## src/design/lgrs_pkg.sv

```systemverilog
// Shared types and constants for the Game of Life row stream.
package lgrs_pkg;

  localparam int MaxCols = 64;
  localparam int ColW    = 7;

  localparam logic [ColW-1:0] ColsReset = ColW'(MaxCols);

  // Bits one column cell shows its neighbours.
  typedef struct packed {
    logic above;
    logic centre;
    logic down;
  } col_bits_t;

  // Per-item command to every cell.
  typedef struct packed {
    logic shift;
    logic clear;
  } cell_ctrl_t;

  typedef struct packed {
    logic [MaxCols-1:0] cells;
    logic               done;
  } res_entry_t;

  // Up to two result items pushed at once, packed from the front.
  typedef struct packed {
    logic [1:0] cnt;
    res_entry_t first;
    res_entry_t second;
  } res_push_t;

endpackage

```

## src/design/lgrs_cell.sv

```systemverilog
// One column cell: holds the column's above and centre bits, applies B3/S23.
module lgrs_cell (
  input  logic                   clk_i,
  input  logic                   rst_ni,
  input  lgrs_pkg::cell_ctrl_t   ctrl_i,
  input  logic                   down_i,
  input  logic                   active_i,
  input  logic                   interior_i,
  input  lgrs_pkg::col_bits_t    left_i,
  input  lgrs_pkg::col_bits_t    right_i,
  output lgrs_pkg::col_bits_t    self_o,
  output logic                   next_o
);

  logic       above_q, above_d;
  logic       centre_q, centre_d;
  logic [3:0] nbr_cnt;
  logic       rule_bit;

  always_comb begin
    above_d  = above_q;
    centre_d = centre_q;
    if (ctrl_i.clear) begin
      above_d  = 1'b0;
      centre_d = 1'b0;
    end else if (ctrl_i.shift) begin
      above_d  = centre_q;
      centre_d = down_i;
    end
  end

  always_ff @(posedge clk_i or negedge rst_ni) begin
    if (!rst_ni) begin
      above_q  <= 1'b0;
      centre_q <= 1'b0;
    end else begin
      above_q  <= above_d;
      centre_q <= centre_d;
    end
  end

  assign self_o = '{above: above_q, centre: centre_q, down: down_i};

  assign nbr_cnt = 4'(left_i.above) + 4'(left_i.centre) + 4'(left_i.down)
                 + 4'(right_i.above) + 4'(right_i.centre) + 4'(right_i.down)
                 + 4'(above_q) + 4'(down_i);

  assign rule_bit = (nbr_cnt == 4'd3) || (centre_q && (nbr_cnt == 4'd2));

  // inactive columns read zero, border columns pass the centre bit
  assign next_o = active_i & (interior_i ? rule_bit : centre_q);

endmodule

```

## src/design/lgrs_out_queue.sv

```systemverilog
// Three-entry shifting result queue, takes up to two items per cycle while room_o is high.
module lgrs_out_queue (
  input  logic                  clk_i,
  input  logic                  rst_ni,
  input  lgrs_pkg::res_push_t   push_i,
  output logic                  room_o,
  output logic                  valid_o,
  input  logic                  ready_i,
  output lgrs_pkg::res_entry_t  head_o
);

  logic [1:0]           cnt_q, cnt_d, cnt_after;
  logic                 pop;
  lgrs_pkg::res_entry_t ent_q [3];
  lgrs_pkg::res_entry_t ent_d [3];

  assign pop       = (cnt_q != 2'd0) && ready_i;
  assign cnt_after = cnt_q - 2'(pop);
  assign room_o    = (cnt_after <= 2'd1);

  always_comb begin
    ent_d = ent_q;
    if (pop) begin
      ent_d[0] = ent_q[1];
      ent_d[1] = ent_q[2];
    end
    if (push_i.cnt != 2'd0) begin
      case (cnt_after)
        2'd0: begin
          ent_d[0] = push_i.first;
          ent_d[1] = push_i.second;
        end
        2'd1: begin
          ent_d[1] = push_i.first;
          ent_d[2] = push_i.second;
        end
        default: begin
          ent_d[2] = push_i.first;
        end
      endcase
    end
    cnt_d = cnt_after + push_i.cnt;
  end

  always_ff @(posedge clk_i or negedge rst_ni) begin
    if (!rst_ni) begin
      cnt_q <= 2'd0;
    end else begin
      cnt_q <= cnt_d;
    end
  end

  always_ff @(posedge clk_i) begin
    ent_q <= ent_d;
  end

  assign valid_o = (cnt_q != 2'd0);
  assign head_o  = ent_q[0];

endmodule

```

## src/design/life_generation_row_stream.sv

```systemverilog
// Top level: Game of Life B3/S23 generation over a stream of grid rows.
//
// A frame arrives as rows on the input channel (row_valid_i/row_ready_o),
// one 64-bit row per item, the final row flagged by is_last_row_i. Results
// leave on res_valid_o/res_ready_i as next-generation rows, frame_done_o
// set on the frame's final row.
// The first row of a frame comes out at once as border. Each row after
// the second lets the held centre row be evolved and emitted; the last row then also
// comes out unchanged with frame_done_o, and the row store clears.
// A row of 64 column cells holds the above and centre rows; each cell
// swaps bits with its two neighbours and evaluates its column in the
// cycle the row is taken; the results are registered. Throughput: one
// row per cycle while the queue has room. An item yields up to two
// results, which go into a three-entry queue; the input is taken
// whenever at most one result stays queued after this cycle's pop, so a
// stalled receiver backs up the input after at most three pending results.
// cols_in_use (cfg_we_i/cfg_wdata_i) sets the active width; values above
// 64 act as 64. Reset empties the row store and queue, width becomes 64.
module life_generation_row_stream (
  input  logic                            clk_i,
  input  logic                            rst_ni,
  input  logic                            cfg_we_i,
  input  logic [lgrs_pkg::ColW-1:0]       cfg_wdata_i,
  input  logic                            row_valid_i,
  output logic                            row_ready_o,
  input  logic [lgrs_pkg::MaxCols-1:0]    row_cells_i,
  input  logic                            is_last_row_i,
  output logic                            res_valid_o,
  input  logic                            res_ready_i,
  output logic [lgrs_pkg::MaxCols-1:0]    next_row_cells_o,
  output logic                            frame_done_o
);

  localparam int N = lgrs_pkg::MaxCols;
  localparam int W = lgrs_pkg::ColW;

  logic [W-1:0]          cols_q, cols_d;
  logic [W-1:0]          ncols;
  logic [1:0]            seen_q, seen_d;
  logic                  accept;
  logic [N-1:0]          active_m, interior_m;
  logic [N-1:0]          row_m;
  logic [N-1:0]          evolved;
  lgrs_pkg::col_bits_t   cbits [N];
  lgrs_pkg::cell_ctrl_t  ctrl;
  lgrs_pkg::res_entry_t  e0, e1, head;
  logic                  e0_v, e1_v;
  lgrs_pkg::res_push_t   push;
  logic                  room;

  // config register
  assign cols_d = cfg_we_i ? cfg_wdata_i : cols_q;

  always_ff @(posedge clk_i or negedge rst_ni) begin
    if (!rst_ni) begin
      cols_q <= lgrs_pkg::ColsReset;
    end else begin
      cols_q <= cols_d;
    end
  end

  assign ncols = (cols_q > W'(N)) ? W'(N) : cols_q;

  // per-column masks; column 0 and column ncols-1 are border
  for (genvar j = 0; j < N; j++) begin : g_mask
    assign active_m[j]   = (W'(j) < ncols);
    assign interior_m[j] = (j != 0) && ((W'(j) + W'(1)) < ncols);
  end

  assign row_m  = row_cells_i & active_m;
  assign accept = row_valid_i && row_ready_o;

  // frame sequencing
  always_comb begin
    seen_d     = seen_q;
    ctrl.shift = 1'b0;
    ctrl.clear = 1'b0;
    if (accept) begin
      if (is_last_row_i) begin
        ctrl.clear = 1'b1;
        seen_d     = 2'd0;
      end else begin
        ctrl.shift = 1'b1;
        seen_d     = (seen_q == 2'd0) ? 2'd1 : 2'd2;
      end
    end
  end

  always_ff @(posedge clk_i or negedge rst_ni) begin
    if (!rst_ni) begin
      seen_q <= 2'd0;
    end else begin
      seen_q <= seen_d;
    end
  end

  // the cell row; edge cells see dead neighbours beyond the grid
  for (genvar j = 0; j < N; j++) begin : g_cell
    lgrs_pkg::col_bits_t lft, rgt;
    if (j == 0) begin : g_l0
      assign lft = '0;
    end else begin : g_ln
      assign lft = cbits[j-1];
    end
    if (j == N-1) begin : g_r0
      assign rgt = '0;
    end else begin : g_rn
      assign rgt = cbits[j+1];
    end
    lgrs_cell u_cell (
      .clk_i      (clk_i),
      .rst_ni     (rst_ni),
      .ctrl_i     (ctrl),
      .down_i     (row_m[j]),
      .active_i   (active_m[j]),
      .interior_i (interior_m[j]),
      .left_i     (lft),
      .right_i    (rgt),
      .self_o     (cbits[j]),
      .next_o     (evolved[j])
    );
  end

  // results of this item: evolved centre (or first row), then the last row
  assign e0_v = (seen_q == 2'd0) || (seen_q == 2'd2);
  assign e1_v = (seen_q != 2'd0) && is_last_row_i;
  assign e0   = (seen_q == 2'd0)
              ? lgrs_pkg::res_entry_t'{cells: row_m, done: is_last_row_i}
              : lgrs_pkg::res_entry_t'{cells: evolved, done: 1'b0};
  assign e1   = '{cells: row_m, done: 1'b1};

  always_comb begin
    push.cnt    = accept ? (2'(e0_v) + 2'(e1_v)) : 2'd0;
    push.first  = e0_v ? e0 : e1;
    push.second = e1;
  end

  lgrs_out_queue u_queue (
    .clk_i   (clk_i),
    .rst_ni  (rst_ni),
    .push_i  (push),
    .room_o  (room),
    .valid_o (res_valid_o),
    .ready_i (res_ready_i),
    .head_o  (head)
  );

  assign row_ready_o      = room;
  assign next_row_cells_o = head.cells;
  assign frame_done_o     = head.done;

  // checks
  a_seen_range: assert property (@(posedge clk_i) disable iff (!rst_ni)
    seen_q != 2'd3)
    else $error("rows seen count out of range");

  a_last_clears: assert property (@(posedge clk_i) disable iff (!rst_ni)
    (accept && is_last_row_i) |=> (seen_q == 2'd0))
    else $error("last row did not restart the frame");

  a_second_row: assert property (@(posedge clk_i) disable iff (!rst_ni)
    (accept && !is_last_row_i && (seen_q != 2'd0)) |=> (seen_q == 2'd2))
    else $error("row store not full after second row");

  a_first_out: assert property (@(posedge clk_i) disable iff (!rst_ni)
    (accept && (seen_q == 2'd0)) |=> res_valid_o)
    else $error("first row of frame produced no result");

endmodule

```

## config.mk

```make
export PLATFORM = sky130hd
export DESIGN_NAME = life_generation_row_stream
export DESIGN_NICKNAME = d
export VERILOG_FILES = /design/src/design/lgrs_pkg.sv /design/src/design/lgrs_cell.sv /design/src/design/lgrs_out_queue.sv /design/src/design/life_generation_row_stream.sv
export SDC_FILE = /design/constraint.sdc
export NUM_CORES = 1
export LEC_CHECK = 0
export ABC_AREA = 1
export BUFFER_PORTS_ARGS = -buffer_cell sky130_fd_sc_hd__buf_4
export CORE_MARGIN = 4
export CORE_UTILIZATION = 63
export DETAILED_ROUTE_END_ITERATION = 10
export GPL_ROUTABILITY_DRIVEN = 0
export GPL_TIMING_DRIVEN = 0
export HOLD_SLACK_MARGIN = 0.08
export PLACE_DENSITY_LB_ADDON = 0.12
export SYNTH_ARGS = -nofsm -noshare
export SYNTH_HDL_FRONTEND = slang
export SYNTH_HIERARCHICAL = 1
export SYNTH_SLANG_ARGS = --single-unit
```

## constraint.sdc

```tcl
create_clock -name clk_i -period 31.4 [get_ports clk_i]
set_clock_uncertainty 0.2 [all_clocks]
set_input_delay 1.57 -clock clk_i [delete_from_list [all_inputs] [get_ports clk_i]]
set_output_delay 1.57 -clock clk_i [all_outputs]
set_load 0.005 [all_outputs]
```

==> results of run 1 <==
[layout make-up]
| type | instances | area share |
|---|---|---|
| inverter | 697 | 0.0750 |
| antenna | 1 | 0.0000716 |
| multi-input combinational | 2698 | 0.521 |
| sequential | 334 | 0.230 |
| tap | 664 | 0.0238 |
| timing repair buffer | 154 | 0.0382 |
| buffer | 392 | 0.0733 |
| clock inverter | 22 | 0.00562 |
| clock buffer | 54 | 0.0337 |
[through the flow]
step | cell area, sq um | util | setup slack (ps)
floorplan | 31400 | - | 20070
global placement | 33300 | 0.679 | 15460
detailed placement | 33600 | 0.685 | 25930
CTS | 35000 | 0.713 | 26050
global route | 35000 | 0.713 | 25710
finish | 35000 | 0.713 | 25920
[cells by family after synthesis]
logic type / Yosys count
buffers and inverters: 1089
other: 2
adder cells (fa/ha/maj): 449
AO/OA/AOI/OAI: 454
AND/OR/NAND/NOR: 1783
XOR/XNOR: 1
flip-flops: 334
[worst max-delay path, cell delays in order, from the launching register on]
cell	delay, ps
dfrtp_1	440
inv_1	450
nand2_1	150
nand2_1	340
buf_2	550
nand2_1	130
and3_1	270
buf_4	180
fa_1	550
fa_1	460
ha_1	250
fa_1	500
a21boi_2	150
nand2_1	70
a21oi_2	110
nand2_1	60
o21ai_0	230
nand3_1	120
nand2_1	100
nand2_1	50
inv_1	50
[path summary, 6_finish.rpt]
check,endpoint,slack (ps),cells past startpoint
max reg2reg,u_queue/ent_q[75],25920,20
min reg2reg,u_queue/head_o[62],280,2
min in group asynchronous,g_cell[22].u_cell/centre_q,710,1
max,u_queue/ent_q[75],25920,20
min,u_queue/head_o[62],280,2
max in group asynchronous,g_cell[36].u_cell/centre_q,29410,2
[state kept, by name, indices dropped and copies added (netlist names)]
signal,cells
g_cell.u_cell/above_q,64
u_queue/cnt_q,2
u_queue/ent_q,130
u_queue/head_o,65
seen_q,2
cols_q,7
g_cell.u_cell/centre_q,64
[layout by cell type, fill, tap and decap left out, types with 11 or more instances in the layout]
cell type / n
and3_1: 19
clkbuf_16: 45
nand2_1: 950
a31oi_1: 65
dfrtp_1: 138
a21boi_1: 13
nor2_1: 418
a21oi_1: 81
dfxtp_1: 130
a21oi_2: 64
buf_4: 408
nand3_1: 338
clkbuf_1: 64
ha_1: 193
o21ai_0: 84
inv_1: 688
nand4_1: 30
fa_1: 256
a211oi_1: 64
buf_2: 66
conb_1: 11
edfxtp_1: 65
a21boi_2: 67
[synthesized netlist by cell type (2+ instances only)]
cell	instances	share of area
nor2_4	5	0.0018
and3_1	19	0.0038
nor2_2	2	0.00040
inv_2	7	0.00084
buf_4	267	0.064
a21boi_1	13	0.0031
nand2_1	950	0.11
a21oi_1	81	0.013
a21oi_2	64	0.018
edfxtp_1	65	0.062
clkbuf_1	57	0.0068
nand3_1	338	0.054
and2_1	4	0.00080
a211oi_1	64	0.015
nor2_1	420	0.050
ha_1	193	0.077
inv_1	688	0.082
nand2_4	3	0.0011
nand4_1	30	0.0060
dfrtp_1	138	0.11
o21ai_0	84	0.013
nor3b_1	4	0.00096
inv_4	2	0.00040
o21ai_1	10	0.0016
a21boi_0	2	0.00048
fa_1	256	0.16
a21boi_2	67	0.024
a31oi_1	65	0.013
nand2_2	5	0.0010
buf_2	66	0.011
conb_1	2	0.00024
dfxtp_1	130	0.083
[metal layers]
layer  vias up  GRT usage
met5         -          0
met4         2      0.136
met3       231     0.0812
met1     13000      0.473
li1      13100          -
met2      1366      0.517
[where the power goes]
part	total (mW)	switching, mW	internal [mW]	leakage, nW
Clock	0.492	0.202	0.290	0.680
Combinational	2.07	1.18	0.887	13.8
Sequential	0.723	0.111	0.612	3.51
==> impl_metrics.toml, run 1 <==
[logic_synthesis]
synth-compound-area-share = 0.103
synth_top_family_by_area = "adder cells"
synth_xor_xnor_area_share = 0.000279
synth_cells = 4112
synth_edf_count = 65
synthArstFlopShare = 0.416
synthesis.area_sq_um = 31400
synthMuxAreaShare = 0
synth-main-ff-cell = "dfrtp_1"
yosys_warnings = 6
yosys.area_share.adder = 0.240
ys_seq_area_frac = 0.256
yosys.area_share.simple = 0.235
synth_cell_type_count = 43
avgSynthCellArea_sq_um = 7.63
synth.ff_latch_count = 334

[routing]
postRouteAntennaNets = 0
vias = 27600
drc = 0
avgViaCountPerCell = 5.51
wire_per_inst_um = 18.0
maxUsedRoutingLayer = "met5"
met2WireLength_mm = 39.1
dr.pass1.iters = 6
drt-met1-wl_mm = 37.3
wirelength_mm = 90.3
drt_iter0_drc = 2822
route.met3.wl_mm = 9.75

[final_layout]
stdcell_count = 5016
drive_above_1_share = 0.164
nets = 4844
area_delta_synth_final_pct = 11.5
multiInputGateArea_sq_um = 18200
nFillCells = 4119
seq_area_sq_um = 8030

[floorplan]
die-area_sq_um = 53400
start_util = 0.640
fp.coreArea_sq_um = 49100
ios = 144
rows = 81
die_h_um = 231
dieWidth_um = 231

[place]
dp_cells = 4939
dp_hpwl_mm = 68.0
io_buffers = 142

[power]
p_leak_nw = 18.0
p_per_area_nw_per_um2 = 94.0
power_mw = 3.29
peakVddDrop_mv = 0.0657

[worst_setup_path]
crit_arrival_ps = 5800
worst-path-max-fanout = 10
critPathLaunchType = "register"
crit_start = "cols_q[2]"
critPathKind = "reg -> reg"
required_ps = 31720
r2r-start = "cols_q[2]"
critical_path.endpoint_type = "register"

[cts]
postCtsHoldBufs = 0
h-tree-depth = 2
cts.repair.resized = 0
clkSlewWorstSetupHoldPaths_ps = 60
cts.sinks = 334
clockBufferDepth = 3
cts_tree = "done"
clock_latency_ps = 580
post_cts_buffers = 0
ctsRootBufferMaster = "clkbuf_16"
numCtsBuffers = 41

[timing]
min_period_over_period = 0.174
fmax_ghz = 0.183
whs_ps = 283
slew_violations = 0
setup_violations = 0
post-route-min-period_ps = 5480
tightest_slew_ps = 1490
rsz0062_at_grt = "false"
setup_tns_ps = 0
relSlewSlack = 0.00851
hold_violations = 0

[run]
cap_viol_max_count = 0

[global_route]
grt_start_max_net_pins = 82
gr-total-overflow = 0
grt_pass1_vias = 26700
grtUsageTotal = 0.340
grt_first_pass_wirelength_mm = 144
antenna_found_initial = 2

[hold_path]
hp-start = "u_queue/head_o[62]"
hold_path.class = "reg -> reg"

[outcome]
outcome = "complete, no violations"
No activity file was read; power rests on OpenSTA's default activity.
==> run 2, diff against run 1 <==
Settings changed: ABC_AREA 1 to 0.
Clock period 31.4 ns to 5.1 ns, I/O delays scaled along.
==> run 2 against run 1 <==
Register-to-register slack worse by 26000 ps. Largest cell class unchanged. Clock-buffer cell count rose by 6. Global-route usage down 0.29 points. Worst hold slack got worse by 190 ps. Synthesized area fell by 4.5%. Worst setup slack got worse by 26000 ps.
==> impl_metrics.toml, run 2 <==
[outcome]
outcome = "complete, no violations"

[final_layout]
final_cell_mix = "buf_4, inv_1, nand2_1, fa_1, nor2_1"
final_area_sq_um = 35200
nets = 3925
final_common_cell = "buf_4"
nFillCells = 3255
largest_register_ffs = 130
drive_above_1_share = 0.254
area_delta_synth_final_pct = 17.4
largest-register = "u_queue/ent_q"
finish.utilization = 0.752

[worst_setup_path]
cp-endpoint = "u_queue/ent_q[2]"
crit_chain = "buf_6, nor4_4, buf_4, buf_4, o21ai_1, and2_4, buf_4, fa_1, fa_1, ha_1, fa_1, nand4b_1, a21o_1, a311oi_2, and2_1, a31o_2, mux2_1"
critPathKind = "reg -> reg"
crit_start = "cols_q[4]"
slowest_stage = "fa_1"
critical_path.endpoint_type = "register"
worst-path-max-fanout = 10
critPathLaunchType = "register"
rr_worst_depth = 17
crit_family = "adder cells"
r2r_end = "u_queue/ent_q[2]"
max_stage_delay_ps = 530
cp.depth = 17
worst-path-buf-inv = 4
rrSetupSlack_ps = 140
crit_arrival_ps = 5090
required_ps = 5230
r2r-start = "cols_q[4]"

[logic_synthesis]
synthArstFlopShare = 0.416
yosys_warnings = 6
synth_edf_count = 65
ys_seq_area_frac = 0.268
synth_xor_xnor_area_share = 0.000585
synth_cell_type_count = 73
post-synth-top-count-cell = "inv_1"
yosys.area_share.adder = 0.252
synth-compound-area-share = 0.135
synthMuxAreaShare = 0.0972
synthesis.area_sq_um = 30000
synth_top_family_by_area = "adder cells"
yosys.area_share.simple = 0.111
synth-main-ff-cell = "dfrtp_1"
synthTopCellsByArea = "fa_1, dfrtp_1, dfxtp_1"
synth_top_cell_area_share = 0.171
synth.top_cells.by_count = "inv_1, nand2_1, buf_4, fa_1, nor2_1"
synth.ff_latch_count = 334
synth_area_leader_cell = "fa_1"
synth_cells = 3073
avgSynthCellArea_sq_um = 9.75

[power]
switching_share = 0.432
p_int_mw = 10.4
p_seq_frac = 0.241
p_per_area_nw_per_um2 = 519
peakVddDrop_mv = 0.443
p_leak_nw = 17.3
clkPwrFrac = 0.172
p_sw_mw = 7.88
share_comb_of_total_power = 0.587

[floorplan]
start_util = 0.641
fp.coreArea_sq_um = 46800
die-area_sq_um = 51100
die_h_um = 226
rows = 79
dieWidth_um = 226
ios = 144

[timing]
post-route-min-period_ps = 4960
relSlewSlack = 0.109
tightest_slew_ps = 1340
slew_violations = 0
min_period_over_period = 0.973
setup_violations = 0
setup_tns_ps = 0
whs_ps = 91.6
hold_violations = 0
fmax_ghz = 0.201

[routing]
avgViaCountPerCell = 5.96
drt_iter0_drc = 2054
postRouteAntennaNets = 0
vias = 24100
wirelength_mm = 86.4
drc = 0
dr.pass1.iters = 6
wire_per_inst_um = 21.4

[global_route]
gr-total-overflow = 0
grt_first_pass_wirelength_mm = 137
grt_start_max_net_pins = 92
grtUsageTotal = 0.337
antenna_found_initial = 3
grt_pass1_vias = 25900

[cts]
clock_latency_ps = 580
clockBufferDepth = 3
numCtsBuffers = 42
ctsRootBufferMaster = "clkbuf_16"
h-tree-depth = 2
clkSlewWorstSetupHoldPaths_ps = 60
cts.sinks = 334
cts_tree = "done"

[place]
dp_hpwl_mm = 64.3
postPlaceCellArea_sq_um = 32100
io_buffers = 142

[run]
cap_viol_max_count = 0

[hold_path]
hold_path.class = "in -> reg"
==> run 2: changes by cell type after synthesis, sizes merged, moves of 65 or more <==
cell	before	now
mux2i	0	193
a21o	0	68
mux2	0	87
a221oi	0	65
nor2	428	203
a21boi	82	12
nand3	339	3
inv	697	417
nand2	958	335
==> run 2: per-stage QoR <==
step | worst slack, ps | power, mW | instances
finish | 135 | 18.3 | 4041
global route | -17.7 | 19.5 | 4041
CTS | -18.0 | 18.0 | 4013
detailed placement | -731 | 14.7 | 3843
global placement | -1580 | 14.0 | 3832
floorplan | 220 | 11.6 | 3083
==> run 2: power by group through the flow <==
stage | Clock, mW | Combinational (mW) | Sequential (mW)
finish | 3.14 | 10.7 | 4.40
global route | 3.27 | 11.8 | 4.49
CTS | 3.17 | 10.5 | 4.38
detailed placement | 0 | 10.2 | 4.42
global placement | 0 | 9.61 | 4.42
floorplan | 0 | 7.39 | 4.19
==> run 2: worst min-delay path by stage <==
stage / from / to / slack, ps / depth (start not counted)
floorplan: rst_ni / cols_q[0] / -240 / 0
global route: row_cells_i[23] / g_cell[23].u_cell/centre_q / 120 / 4
detailed placement: rst_ni / g_cell[25].u_cell/centre_q / 40 / 1
finish: row_cells_i[23] / g_cell[23].u_cell/centre_q / 90 / 4
CTS: row_cells_i[39] / u_queue/head_o[40] / 80 / 5
global placement: u_queue/ent_q[126] / u_queue/ent_q[126] / 260 / 2
==> run 2: cell type report <==
type                    instances  area (sq um)  share of cell area
diodes                          1          2.50           0.0000711
plain buffers                 363          2550              0.0726
clock buffers                  60          1240              0.0353
clock inverters                18           195             0.00555
inverters                     417          1570              0.0445
multi-input cells            1967         18400               0.522
flip-flops and latches        334          8040               0.228
well taps                     607           759              0.0216
repair buffers                274          2460              0.0699
==> run 2: routing by layer <==
metal  global-route usage  vias to the layer above  share of wire  wire length (um)
li1                     -                    10800              -                 -
met2                0.567                     1040           0.48             41700
met1                0.435                    12000           0.40             34600
met3               0.0529                      207          0.074              6440
met5                    0                        -              0                 0
met4                0.146                        0          0.043              3680
==> run 2: logic make-up after synthesis <==
kind of cell / Yosys count
AOI/OAI and AO/OA: 516
xor gates and xnor gates: 2
adders and majority gates: 449
buffers and inverters: 782
DFF: 334
muxes: 280
other: 2
and+or+nand+nor: 708
==> run 2: timing repair <==
action,4_1_cts,5_1_grt
endpoints found under the hold margin,296,0
setup endpoints to repair,156,151
pin swaps,6,10
resized for setup,73,97
setup buffers,13,28
hold buffers,80,0
==> run 2: tightest hold or removal path: stages <==
cell,delay [ps]
buf_4,130
a21boi_1,210
mux2i_1,170
nor2_1,50
